==> src/rtl/core/ftls_pkg.sv <==
package ftls_pkg;

   localparam int unsigned CHAR_W   = 8;
   localparam int unsigned LENGTH_W = 8;
   localparam int unsigned PHASE_W  = 4;

   localparam logic [PHASE_W-1:0] PH_START    = 4'd0;
   localparam logic [PHASE_W-1:0] PH_SIGN     = 4'd1;
   localparam logic [PHASE_W-1:0] PH_INT      = 4'd2;
   localparam logic [PHASE_W-1:0] PH_POINT    = 4'd3;
   localparam logic [PHASE_W-1:0] PH_FRAC     = 4'd4;
   localparam logic [PHASE_W-1:0] PH_EXP_E    = 4'd5;
   localparam logic [PHASE_W-1:0] PH_EXP_SIGN = 4'd6;
   localparam logic [PHASE_W-1:0] PH_EXP_DIG  = 4'd7;
   localparam logic [PHASE_W-1:0] PH_DONE     = 4'd8;

   localparam logic [CHAR_W-1:0] CH_MINUS = 8'h2D;
   localparam logic [CHAR_W-1:0] CH_POINT = 8'h2E;
   localparam logic [CHAR_W-1:0] CH_EXP   = 8'h65;

   typedef logic [PHASE_W-1:0] phase_type;

   typedef struct packed {
      logic [CHAR_W-1:0] char_code;
      logic              is_final;
   } req_word_type;

   typedef struct packed {
      logic                token_valid;
      logic [LENGTH_W-1:0] token_length;
      logic                length_saturated;
   } rsp_word_type;

   typedef struct packed {
      phase_type phase;
      logic      accepting;
   } step_result_type;

endpackage

==> src/rtl/core/ftls_stream_if.sv <==
interface ftls_stream_if #(
   parameter type payload_type = logic
);
   logic        valid;
   logic        ready;
   payload_type payload;

   modport source (output valid, output payload, input ready);
   modport sink   (input valid, input payload, output ready);
endinterface

==> src/rtl/core/ftls_scan_step.sv <==
module ftls_scan_step (
   input  ftls_pkg::phase_type       phase,
   input  logic [ftls_pkg::CHAR_W-1:0] char_code,
   output ftls_pkg::step_result_type result
);

   logic      is_digit;
   logic      is_minus;
   logic      is_point;
   logic      is_exp;
   ftls_pkg::phase_type next_phase;

   always_comb begin
      is_digit = char_code inside {[8'h30:8'h39]};
      is_minus = (char_code == ftls_pkg::CH_MINUS);
      is_point = (char_code == ftls_pkg::CH_POINT);
      is_exp   = (char_code == ftls_pkg::CH_EXP);

      next_phase = ftls_pkg::PH_DONE;
      case (phase)
         ftls_pkg::PH_START: begin
            if (is_minus)      next_phase = ftls_pkg::PH_SIGN;
            else if (is_digit) next_phase = ftls_pkg::PH_INT;
            else if (is_point) next_phase = ftls_pkg::PH_POINT;
         end
         ftls_pkg::PH_SIGN: begin
            if (is_digit)      next_phase = ftls_pkg::PH_INT;
            else if (is_point) next_phase = ftls_pkg::PH_POINT;
         end
         ftls_pkg::PH_INT: begin
            if (is_digit)      next_phase = ftls_pkg::PH_INT;
            else if (is_point) next_phase = ftls_pkg::PH_FRAC;
            else if (is_exp)   next_phase = ftls_pkg::PH_EXP_E;
         end
         ftls_pkg::PH_POINT: begin
            if (is_digit) next_phase = ftls_pkg::PH_FRAC;
         end
         ftls_pkg::PH_FRAC: begin
            if (is_digit)    next_phase = ftls_pkg::PH_FRAC;
            else if (is_exp) next_phase = ftls_pkg::PH_EXP_E;
         end
         ftls_pkg::PH_EXP_E: begin
            if (is_minus)      next_phase = ftls_pkg::PH_EXP_SIGN;
            else if (is_digit) next_phase = ftls_pkg::PH_EXP_DIG;
         end
         ftls_pkg::PH_EXP_SIGN, ftls_pkg::PH_EXP_DIG: begin
            if (is_digit) next_phase = ftls_pkg::PH_EXP_DIG;
         end
         default: begin
            next_phase = ftls_pkg::PH_DONE;
         end
      endcase

      result.phase     = next_phase;
      result.accepting = (next_phase == ftls_pkg::PH_INT)
                      || (next_phase == ftls_pkg::PH_FRAC)
                      || (next_phase == ftls_pkg::PH_EXP_DIG);
   end

endmodule

==> src/rtl/core/float_token_length_scanner_core.sv <==
// channel | dir | word                                             | handshake
// req     | in  | char_code[7:0], is_final                         | valid / ready
// rsp     | out | token_valid, token_length[7:0], length_saturated | valid / ready
//
// one character word per cycle sustained unless a final word is stalled; a word is
// registered, stepped through the phase logic, and on is_final the result lands in
// the output register once that register is free
// the output register parts the sides: req keeps flowing while a result waits,
// only a final word stalls behind an untaken result
// synchronous active-high reset returns the scan state to start of string
module float_token_length_scanner_core #(
   parameter int unsigned MAX_LENGTH = 255
) (
   input  logic          clock,
   input  logic          reset,
   ftls_stream_if.sink   req,
   ftls_stream_if.source rsp
);

   localparam int unsigned COUNT_W = $clog2(MAX_LENGTH + 1);

   logic                              in_valid_ff, in_valid_in;
   logic [ftls_pkg::CHAR_W-1:0]       in_char_ff;
   logic                              in_final_ff;

   ftls_pkg::phase_type               phase_ff, phase_in;
   logic [COUNT_W-1:0]                count_ff, count_in;
   logic [COUNT_W-1:0]                acc_len_ff, acc_len_in;
   logic                              acc_flag_ff, acc_flag_in;
   logic                              sat_flag_ff, sat_flag_in;

   logic                              out_valid_ff, out_valid_in;
   ftls_pkg::rsp_word_type            out_word_ff, out_word_in;

   ftls_pkg::step_result_type         step;
   logic                              out_free;
   logic                              step_fire;
   logic                              req_take;
   logic                              at_limit;

   ftls_scan_step u_step (
      .phase     (phase_ff),
      .char_code (in_char_ff),
      .result    (step)
   );

   assign out_free  = !out_valid_ff || rsp.ready;
   assign step_fire = in_valid_ff && (!in_final_ff || out_free);
   assign req.ready = !in_valid_ff || step_fire;
   assign req_take  = req.valid && req.ready;
   assign at_limit  = (count_ff == COUNT_W'(MAX_LENGTH));

   assign rsp.valid   = out_valid_ff;
   assign rsp.payload = out_word_ff;

   always_comb begin
      in_valid_in  = req_take || (in_valid_ff && !step_fire);

      phase_in    = phase_ff;
      count_in    = count_ff;
      acc_len_in  = acc_len_ff;
      acc_flag_in = acc_flag_ff;
      sat_flag_in = sat_flag_ff;

      out_valid_in = out_valid_ff && !rsp.ready;
      out_word_in  = out_word_ff;

      if (step_fire) begin
         if (at_limit) begin
            sat_flag_in = 1'b1;
            phase_in    = ftls_pkg::PH_DONE;
         end else begin
            count_in = COUNT_W'(count_ff + 1'b1);
            phase_in = step.phase;
            if (step.accepting) begin
               acc_len_in  = count_in;
               acc_flag_in = 1'b1;
            end
         end

         if (in_final_ff) begin
            out_valid_in                 = 1'b1;
            out_word_in.token_valid      = acc_flag_in;
            out_word_in.token_length     = acc_flag_in
                                         ? ftls_pkg::LENGTH_W'(acc_len_in)
                                         : '0;
            out_word_in.length_saturated = sat_flag_in;
            phase_in    = ftls_pkg::PH_START;
            count_in    = '0;
            acc_len_in  = '0;
            acc_flag_in = 1'b0;
            sat_flag_in = 1'b0;
         end
      end
   end

   always_ff @(posedge clock) begin
      if (reset) begin
         in_valid_ff  <= 1'b0;
         phase_ff     <= ftls_pkg::PH_START;
         count_ff     <= '0;
         acc_len_ff   <= '0;
         acc_flag_ff  <= 1'b0;
         sat_flag_ff  <= 1'b0;
         out_valid_ff <= 1'b0;
      end else begin
         in_valid_ff  <= in_valid_in;
         phase_ff     <= phase_in;
         count_ff     <= count_in;
         acc_len_ff   <= acc_len_in;
         acc_flag_ff  <= acc_flag_in;
         sat_flag_ff  <= sat_flag_in;
         out_valid_ff <= out_valid_in;
      end
   end

   always_ff @(posedge clock) begin
      if (req_take) begin
         in_char_ff  <= req.payload.char_code;
         in_final_ff <= req.payload.is_final;
      end
      out_word_ff <= out_word_in;
   end

endmodule

==> src/flat_wrapper.sv <==
// flat-port wrapper written by rule: the top's interface ports become plain ports
module float_token_length_scanner_core_flat 
#(
   parameter int unsigned MAX_LENGTH = 255
)
  (clock, reset, req_valid, req_payload, req_ready, rsp_valid, rsp_payload, rsp_ready);
  ftls_stream_if #(.payload_type(ftls_pkg::req_word_type)) req_i ();
  ftls_stream_if #(.payload_type(ftls_pkg::rsp_word_type)) rsp_i ();
  input  logic clock;
  input  logic reset;
  input wire logic [$bits(req_i.valid)-1:0] req_valid;
  input wire logic [$bits(req_i.payload)-1:0] req_payload;
  output wire logic [$bits(req_i.ready)-1:0] req_ready;
  output wire logic [$bits(rsp_i.valid)-1:0] rsp_valid;
  output wire logic [$bits(rsp_i.payload)-1:0] rsp_payload;
  input wire logic [$bits(rsp_i.ready)-1:0] rsp_ready;
  assign req_i.valid = req_valid;
  assign req_i.payload = req_payload;
  assign req_ready = req_i.ready;
  assign rsp_valid = rsp_i.valid;
  assign rsp_payload = rsp_i.payload;
  assign rsp_i.ready = rsp_ready;
  float_token_length_scanner_core #(.MAX_LENGTH(MAX_LENGTH)) u_core (.clock(clock), .reset(reset), .req(req_i), .rsp(rsp_i));
endmodule
==> config.mk <==
export PLATFORM = sky130hd
export DESIGN_NAME = float_token_length_scanner_core_flat
export DESIGN_NICKNAME = d
export VERILOG_FILES = /design/src/rtl/core/ftls_pkg.sv /design/src/rtl/core/ftls_stream_if.sv /design/src/rtl/core/ftls_scan_step.sv /design/src/rtl/core/float_token_length_scanner_core.sv /design/src/flat_wrapper.sv
export SDC_FILE = /design/constraint.sdc
export NUM_CORES = 1
export LEC_CHECK = 0
export ABC_AREA = 1
export BUFFER_PORTS_ARGS = -buffer_cell sky130_fd_sc_hd__buf_2
export CAP_MARGIN = 20
export CORE_ASPECT_RATIO = 0.9
export CORE_MARGIN = 2
export CORE_UTILIZATION = 40
export DETAILED_ROUTE_END_ITERATION = 8
export GPL_ROUTABILITY_DRIVEN = 0
export MAX_ROUTING_LAYER = met4
export SETUP_SLACK_MARGIN = 0.5
export SYNTH_ARGS = -nofsm -noshare
export SYNTH_HDL_FRONTEND = slang
export SYNTH_SLANG_ARGS = --single-unit
==> constraint.sdc <==
create_clock -name clock -period 2 [get_ports clock]
set_input_delay 0.3 -clock clock [delete_from_list [all_inputs] [get_ports clock]]
set_output_delay 0.3 -clock clock [all_outputs]
set_load 0.005 [all_outputs]
* Word-level counts from Yosys, hierarchy flattened
Index checks and enable logic that the tools add are counted.
** Storage, ports and cells
- Logic and storage cells :: 76
- Register bits :: 43
** Cells by class
- Add/sub/neg operators :: 1
- Reductions and logical operators :: 20
- $lt $le $gt $ge :: 2
- Equality and inequality tests :: 15
- Muxes and demuxes :: 26
** Operators with widths (count)
- 4-bit two-way mux :: 12
- 8-bit two-way mux :: 5
- 4-bit case mux with 7 select lines :: 1
- 4-bit by 3-bit equality test with 1-bit output, second input constant :: 6
- 8-bit by 6-bit equality test with 1-bit output, second input constant :: 2
- 4-bit by 2-bit equality test with 1-bit output, second input constant :: 3
- 8-bit by 1-bit adder with 8-bit output, second input constant :: 1
- 8-bit by 7-bit equality test with 1-bit output, second input constant :: 1
- 8-bit equality test, second input constant :: 1
- 8-bit by 6-bit greater-or-equal comparator with 1-bit output, second input constant :: 1
- 8-bit by 6-bit <= comparator with 1-bit output, second input constant :: 1
- 1-bit two-way mux :: 8
- 1-bit logical OR :: 6
- 1-bit logical AND :: 5
- 1-bit logical NOT :: 5
- 4-bit by 1-bit equality test with 1-bit output, second input constant :: 1
- 4-bit logical NOT :: 1
- 2-bit AND reduction :: 2
- 2-bit by 1-bit inequality test with 1-bit output, second input constant :: 1
- 2-bit OR reduction :: 1

* Depth between registers and ports, before layout
- Word-level depth :: 12
- Gate-level depth with buffers :: 13
- Depth with buffers taken out :: 13

* Hierarchy
Synthesis repeated with hierarchy kept, for this count alone.
** Second synthesis, totals
- Cells, all modules :: 305
- Area total of the unflattened synthesis :: 2283.4 um^2
** By module, submodules not included
- float_token_length_scanner_core :: instances 1, sequential area each 1051.0 um^2, cells each 211, area each 1799.2 um^2
- ftls_scan_step :: instances 1, sequential area each 0.0 um^2, cells each 94, area each 484.2 um^2

* Least setup slack after synthesis
Ideal clock, no wire load.
- Path type :: register to register
- From :: register u_core.in_char_ff[3] (netlist bit)
- To :: register u_core.out_word_ff, in the netlist u_core.rsp.payload[1] (data pin)
- Slack :: 101 ps
- Data arrival time :: 1638 ps
- Cell stages (with the launch flop) :: 13
- Setup time :: 260 ps
- Period minus slack after synthesis :: 1899 ps
- Path buffers :: 0
- Cells stage by stage :: edfxtp_1 nand2_2 nand2_1 nor2_1 o21ai_0 nand2_1 inv_1 nand3_1 nand2_2 nand3_4 inv_2 nor2_4 nor2_1
** Between the ends
- Cells in the longest elaborated chain, start to end :: 11
** RTL lines
- from (decl) :: line float_token_length_scanner_core.sv:23 : logic [ftls_pkg::CHAR_W-1:0] in_char_ff;
- from (signal assigned) :: line float_token_length_scanner_core.sv:119 : in_char_ff <= req.payload.char_code;
- 8-bit by 6-bit greater-or-equal comparator with 1-bit output (tied with other cells) :: line ftls_scan_step.sv:14 : is_digit = char_code inside {[8'h30:8'h39]};
- 1-bit logical AND (tied with other cells) :: line ftls_scan_step.sv:14
- 4-bit two-way mux (on tied branches)
- 4-bit two-way mux (on tied branches) :: line ftls_scan_step.sv:43, ftls_scan_step.sv:22, ftls_scan_step.sv:31
- 4-bit case mux with 7 select lines * :: line ftls_scan_step.sv:20 : case (phase)
- 4-bit by 2-bit equality test with 1-bit output / 4-bit by 3-bit equality test with 1-bit output (equally long branches) :: line ftls_scan_step.sv:55, ftls_scan_step.sv:56
- 1-bit logical OR :: line ftls_scan_step.sv:56 : || (next_phase == ftls_pkg::PH_FRAC)
- 1-bit logical OR * :: line ftls_scan_step.sv:57 : || (next_phase == ftls_pkg::PH_EXP_DIG);
- 1-bit two-way mux :: line float_token_length_scanner_core.sv:75 : if (step.accepting) begin
- 1-bit two-way mux :: line float_token_length_scanner_core.sv:69 : if (at_limit) begin
- 1-bit two-way mux :: line float_token_length_scanner_core.sv:68 : if (step_fire) begin
- to (signal assigned) :: line float_token_length_scanner_core.sv:122 : out_word_ff <= out_word_in;
- to (decl) :: line float_token_length_scanner_core.sv:33 : ftls_pkg::rsp_word_type out_word_ff, out_word_in;
Mark *: on every way between the ends. The rest lies on a longest branch, timed or not. The select of a mux whose other input is x is not followed.
A chain may end at the register's enable or synchronous reset.

* Worst setup path in the final report
- From :: register u_core.phase_ff[1]
- To :: register u_core.out_word_ff, in the netlist u_core.rsp.payload[1] (data pin)
** Between the ends
- Cells in the longest elaborated chain, start to end :: 9
** RTL lines
- from (decl) :: line float_token_length_scanner_core.sv:26 : ftls_pkg::phase_type phase_ff, phase_in;
- from (signal assigned) :: line float_token_length_scanner_core.sv:100 : phase_ff <= ftls_pkg::PH_START;
- from (signal assigned) :: line float_token_length_scanner_core.sv:108 : phase_ff <= phase_in;
- 4-bit by 3-bit equality test with 1-bit output :: line ftls_scan_step.sv:20
- 2-bit OR reduction :: line ftls_scan_step.sv:20
- 4-bit case mux with 7 select lines * :: line ftls_scan_step.sv:20
- 4-bit by 2-bit equality test with 1-bit output / 4-bit by 3-bit equality test with 1-bit output (equally long branches) :: line ftls_scan_step.sv:55, ftls_scan_step.sv:56
- 1-bit logical OR :: line ftls_scan_step.sv:56
- 1-bit logical OR * :: line ftls_scan_step.sv:57
- 1-bit two-way mux :: line float_token_length_scanner_core.sv:75
- 1-bit two-way mux :: line float_token_length_scanner_core.sv:69
- 1-bit two-way mux :: line float_token_length_scanner_core.sv:68
Marks and branches as above.

==> metrics.txt <==
top post-synthesis cells by count nand2_1, inv_1, nor2_1; R2R cell count 12; Psw 399.0 uW; CTS tree done; Comb pwr share 0.089; hold_ws ~0.17 ns; crit end category flop; drt first pass iters 4; Tot GR Track Use 0.1803; Synth Instances 290; fmax 489.4 MHz; DRT iter0 DRCs 136; Sequential Power Share 0.534; routed wire length per instance ~12 microns; area leader, netlist edfxtp_1; critical path arrival around 2.1 ns; Ports 25; crit path cell chain inv_1, nand2_1, nor2_1, nand3_1, nand2_1, inv_1, nand3_1, nand2_2, nand3_4, inv_4, nor2_4, nor2_1; Die Height around 74 microns; period utilization 1.022; Net Count, Synth between 300 and 400; Max clock buf depth 2; CP Data Required Time 2.05 ns; Layout Nets 358; top post-synthesis cells by area edfxtp_1, dfxtp_1, nand2_1; setup TNS -0.2160 ns; pin count of the biggest net entering global routing 22; Crit Reg-Reg Startpoint u_core.phase_ff[1]; Synth top area share 0.2587; number of instances on the worst hold path 1; total of max-cap violations 0; initial antenna violation count 0; violated checks negative setup slack; DRC viols 0; CP max stage delay 0.37 ns; critical path startpoint category flop; Die W around 82 microns; final worst slack -0.04318 ns; initial core utilization 0.4173; Final Routed Wirelength ~5 mm; Seq/Total Area, Yosys 0.4765; hold-fix buffers at CTS 0; total power approximately 1.8 mW; grt ovf 0; worst hold endpoint u_core.in_char_ff[2]; clk slew on worst S/H paths ~0.080 ns; HPWL Detailed 3.309 mm; EDFF count, synth 19; Setup violations, final 8; Final Skew between 0.004 and 0.005 ns; outcome complete, but fails checks; Rows 25; Top FF cell, synth dfxtp_1; vias per cell around 5; H-tree levels 2; # fillers 480; CP max-delay cell dfxtp_1; n_diodes 0; Worst-Skew Late Latency around 0.3 ns; Slew headroom 0.7057; I/O Buffers 24; P&R area growth vs syn 34.66%; fraction of layout cells with a size suffix above 1 0.3478; Final Max Tran Viols 0; die footprint 6125 sq um; synth warn 0; post-route ant nets 0; most frequent cell after synthesis nand2_1; Leak Pwr roughly 1.3 nW; post-synthesis register bit count between 40 and 50; P_int between 1 and 1.5 mW; reg-to-reg endpoint u_core.rsp.payload[1]; core area around 5300 sq um; Worst Tran Pin Value approximately 0.44 ns; Worst Hold Launch req_payload[3]; Final min period just over 2 ns; HP Class input port to flop; Sw Share 0.2263; cts bufs inserted 5; Worst VDD drop roughly 0.0004 V; Power per Cell Area approximately 590 nW/um^2; critical path startpoint u_core.phase_ff[1]; Crit Path Class flop to flop; Avg Inst Size Synth around 7.6 sq um; Unique masters post-synth 27; ys async rst share 0; RSZ-0062 raised after global routing true; Root Buffer clkbuf_8; DR vias slightly above 2000; clock power share 0.377; post-synthesis cell area roughly 2200 sq um; first-pass GRT wire length 8.052 mm; CTS Sinks 43; crit-path max FO 6; Reg2Reg Setup Slack -0.04 ns; Fin. Hold Viols 0; number of global-route vias before repair roughly 1800
[critical path, delay by kind of cell (launching register included)]
kind,cells,cell delay (ns)
simple gates,9,1.16
flops,1,0.37
buf+inv,3,0.26
[flip-flops by register name, summed over array words and instances (netlist names)]
signal              cells
u_core.rsp.payload     10
u_core.rsp.valid        1
u_core.acc_len_ff       8
u_core.in_final_ff      1
u_core.in_char_ff       8
u_core.count_ff         8
u_core.acc_flag_ff      1
u_core.sat_flag_ff      1
u_core.in_valid_ff      1
u_core.phase_ff         4
[per-layer routing]
layer | wire, microns | share of wire | GRT usage
met5 | 0 | 0 | -
met4 | 68 | 0.014 | 0.07593
met3 | 250 | 0.050 | 0.04854
met2 | 2291 | 0.46 | 0.2464
met1 | 2411 | 0.48 | 0.2498
[power by group through the flow]
stage / clock, mW / combinational, mW / sequential, mW
CTS: 0.682 / 0.139 / 0.942
global route: 0.721 / 0.171 / 0.945
finish: 0.664 / 0.157 / 0.943
floorplan: 0 / 0.0736 / 0.961
global placement: 0 / 0.115 / 0.961
detailed placement: 0 / 0.116 / 0.961
[cells by family after synthesis]
kind of cell    Yosys count  share of synthesized area
simple gates            159                     0.3290
compound gates           35                    0.08622
xor+xnor                  6                    0.02382
flops                    43                     0.4765
buf+inv                  46                    0.07884
fa+ha+maj                 1                   0.005671
[what timing repair did]
action,CTS,global route
setup buffers,9,7
gates cloned,3,0
pin swaps,32,16
setup endpoints to repair,43,41
resized for setup,29,32
[layout make-up]
class,instances,area (sq um),area share
Multi-Input combinational cell,204,1231,0.4145
Timing Repair Buffer,48,320.3,0.1078
Sequential cell,43,1055,0.3551
Inverter,42,170.2,0.05729
Clock inverter,2,37.54,0.01264
Tap cell,67,83.83,0.02822
Clock buffer,6,72.57,0.02443
[worst max-delay path by stage]
stage,endpoint,cells after the start,slack [ns]
floorplan,u_core.rsp.payload[1],12,0.18
global placement,u_core.rsp.payload[3],11,0.02
detailed placement,u_core.rsp.payload[2],11,0.003
CTS,u_core.rsp.payload[2],12,0.07
global route,u_core.rsp.payload[7],12,-0.17
finish,u_core.rsp.payload[1],12,-0.04
[cell usage in the layout, fill, tap and decap left out, drive strengths merged]
cell type | synthesis | layout
a21oi | 28 | 29
and3 | 2 | 2
buf | 1 | 48
bufinv | 0 | 1
clkbuf | 3 | 6
clkinvlp | 0 | 1
dfxtp | 24 | 24
edfxtp | 19 | 19
ha | 1 | 1
inv | 42 | 42
nand2 | 85 | 85
nand3 | 25 | 26
nand3b | 2 | 2
nand4 | 8 | 8
nor2 | 32 | 33
nor3 | 4 | 4
o21ai | 7 | 7
or2 | 1 | 1
xnor2 | 2 | 2
xor2 | 4 | 4
[per-stage QoR]
stage / std cells / setup slack (ns) / utilization / cell area [sq um]
after CTS: 405 / 0.06659 / 0.5330 / 2818
after floorplan: 290 / 0.1759 / - / 2248
final: 412 / -0.04318 / 0.5619 / 2970
after global routing: 412 / -0.1718 / 0.5619 / 2970
after global placement: 385 / 0.02126 / 0.4746 / 2509
after detailed placement: 385 / 0.003184 / 0.4746 / 2509
(Power assumes the default switching activity.)
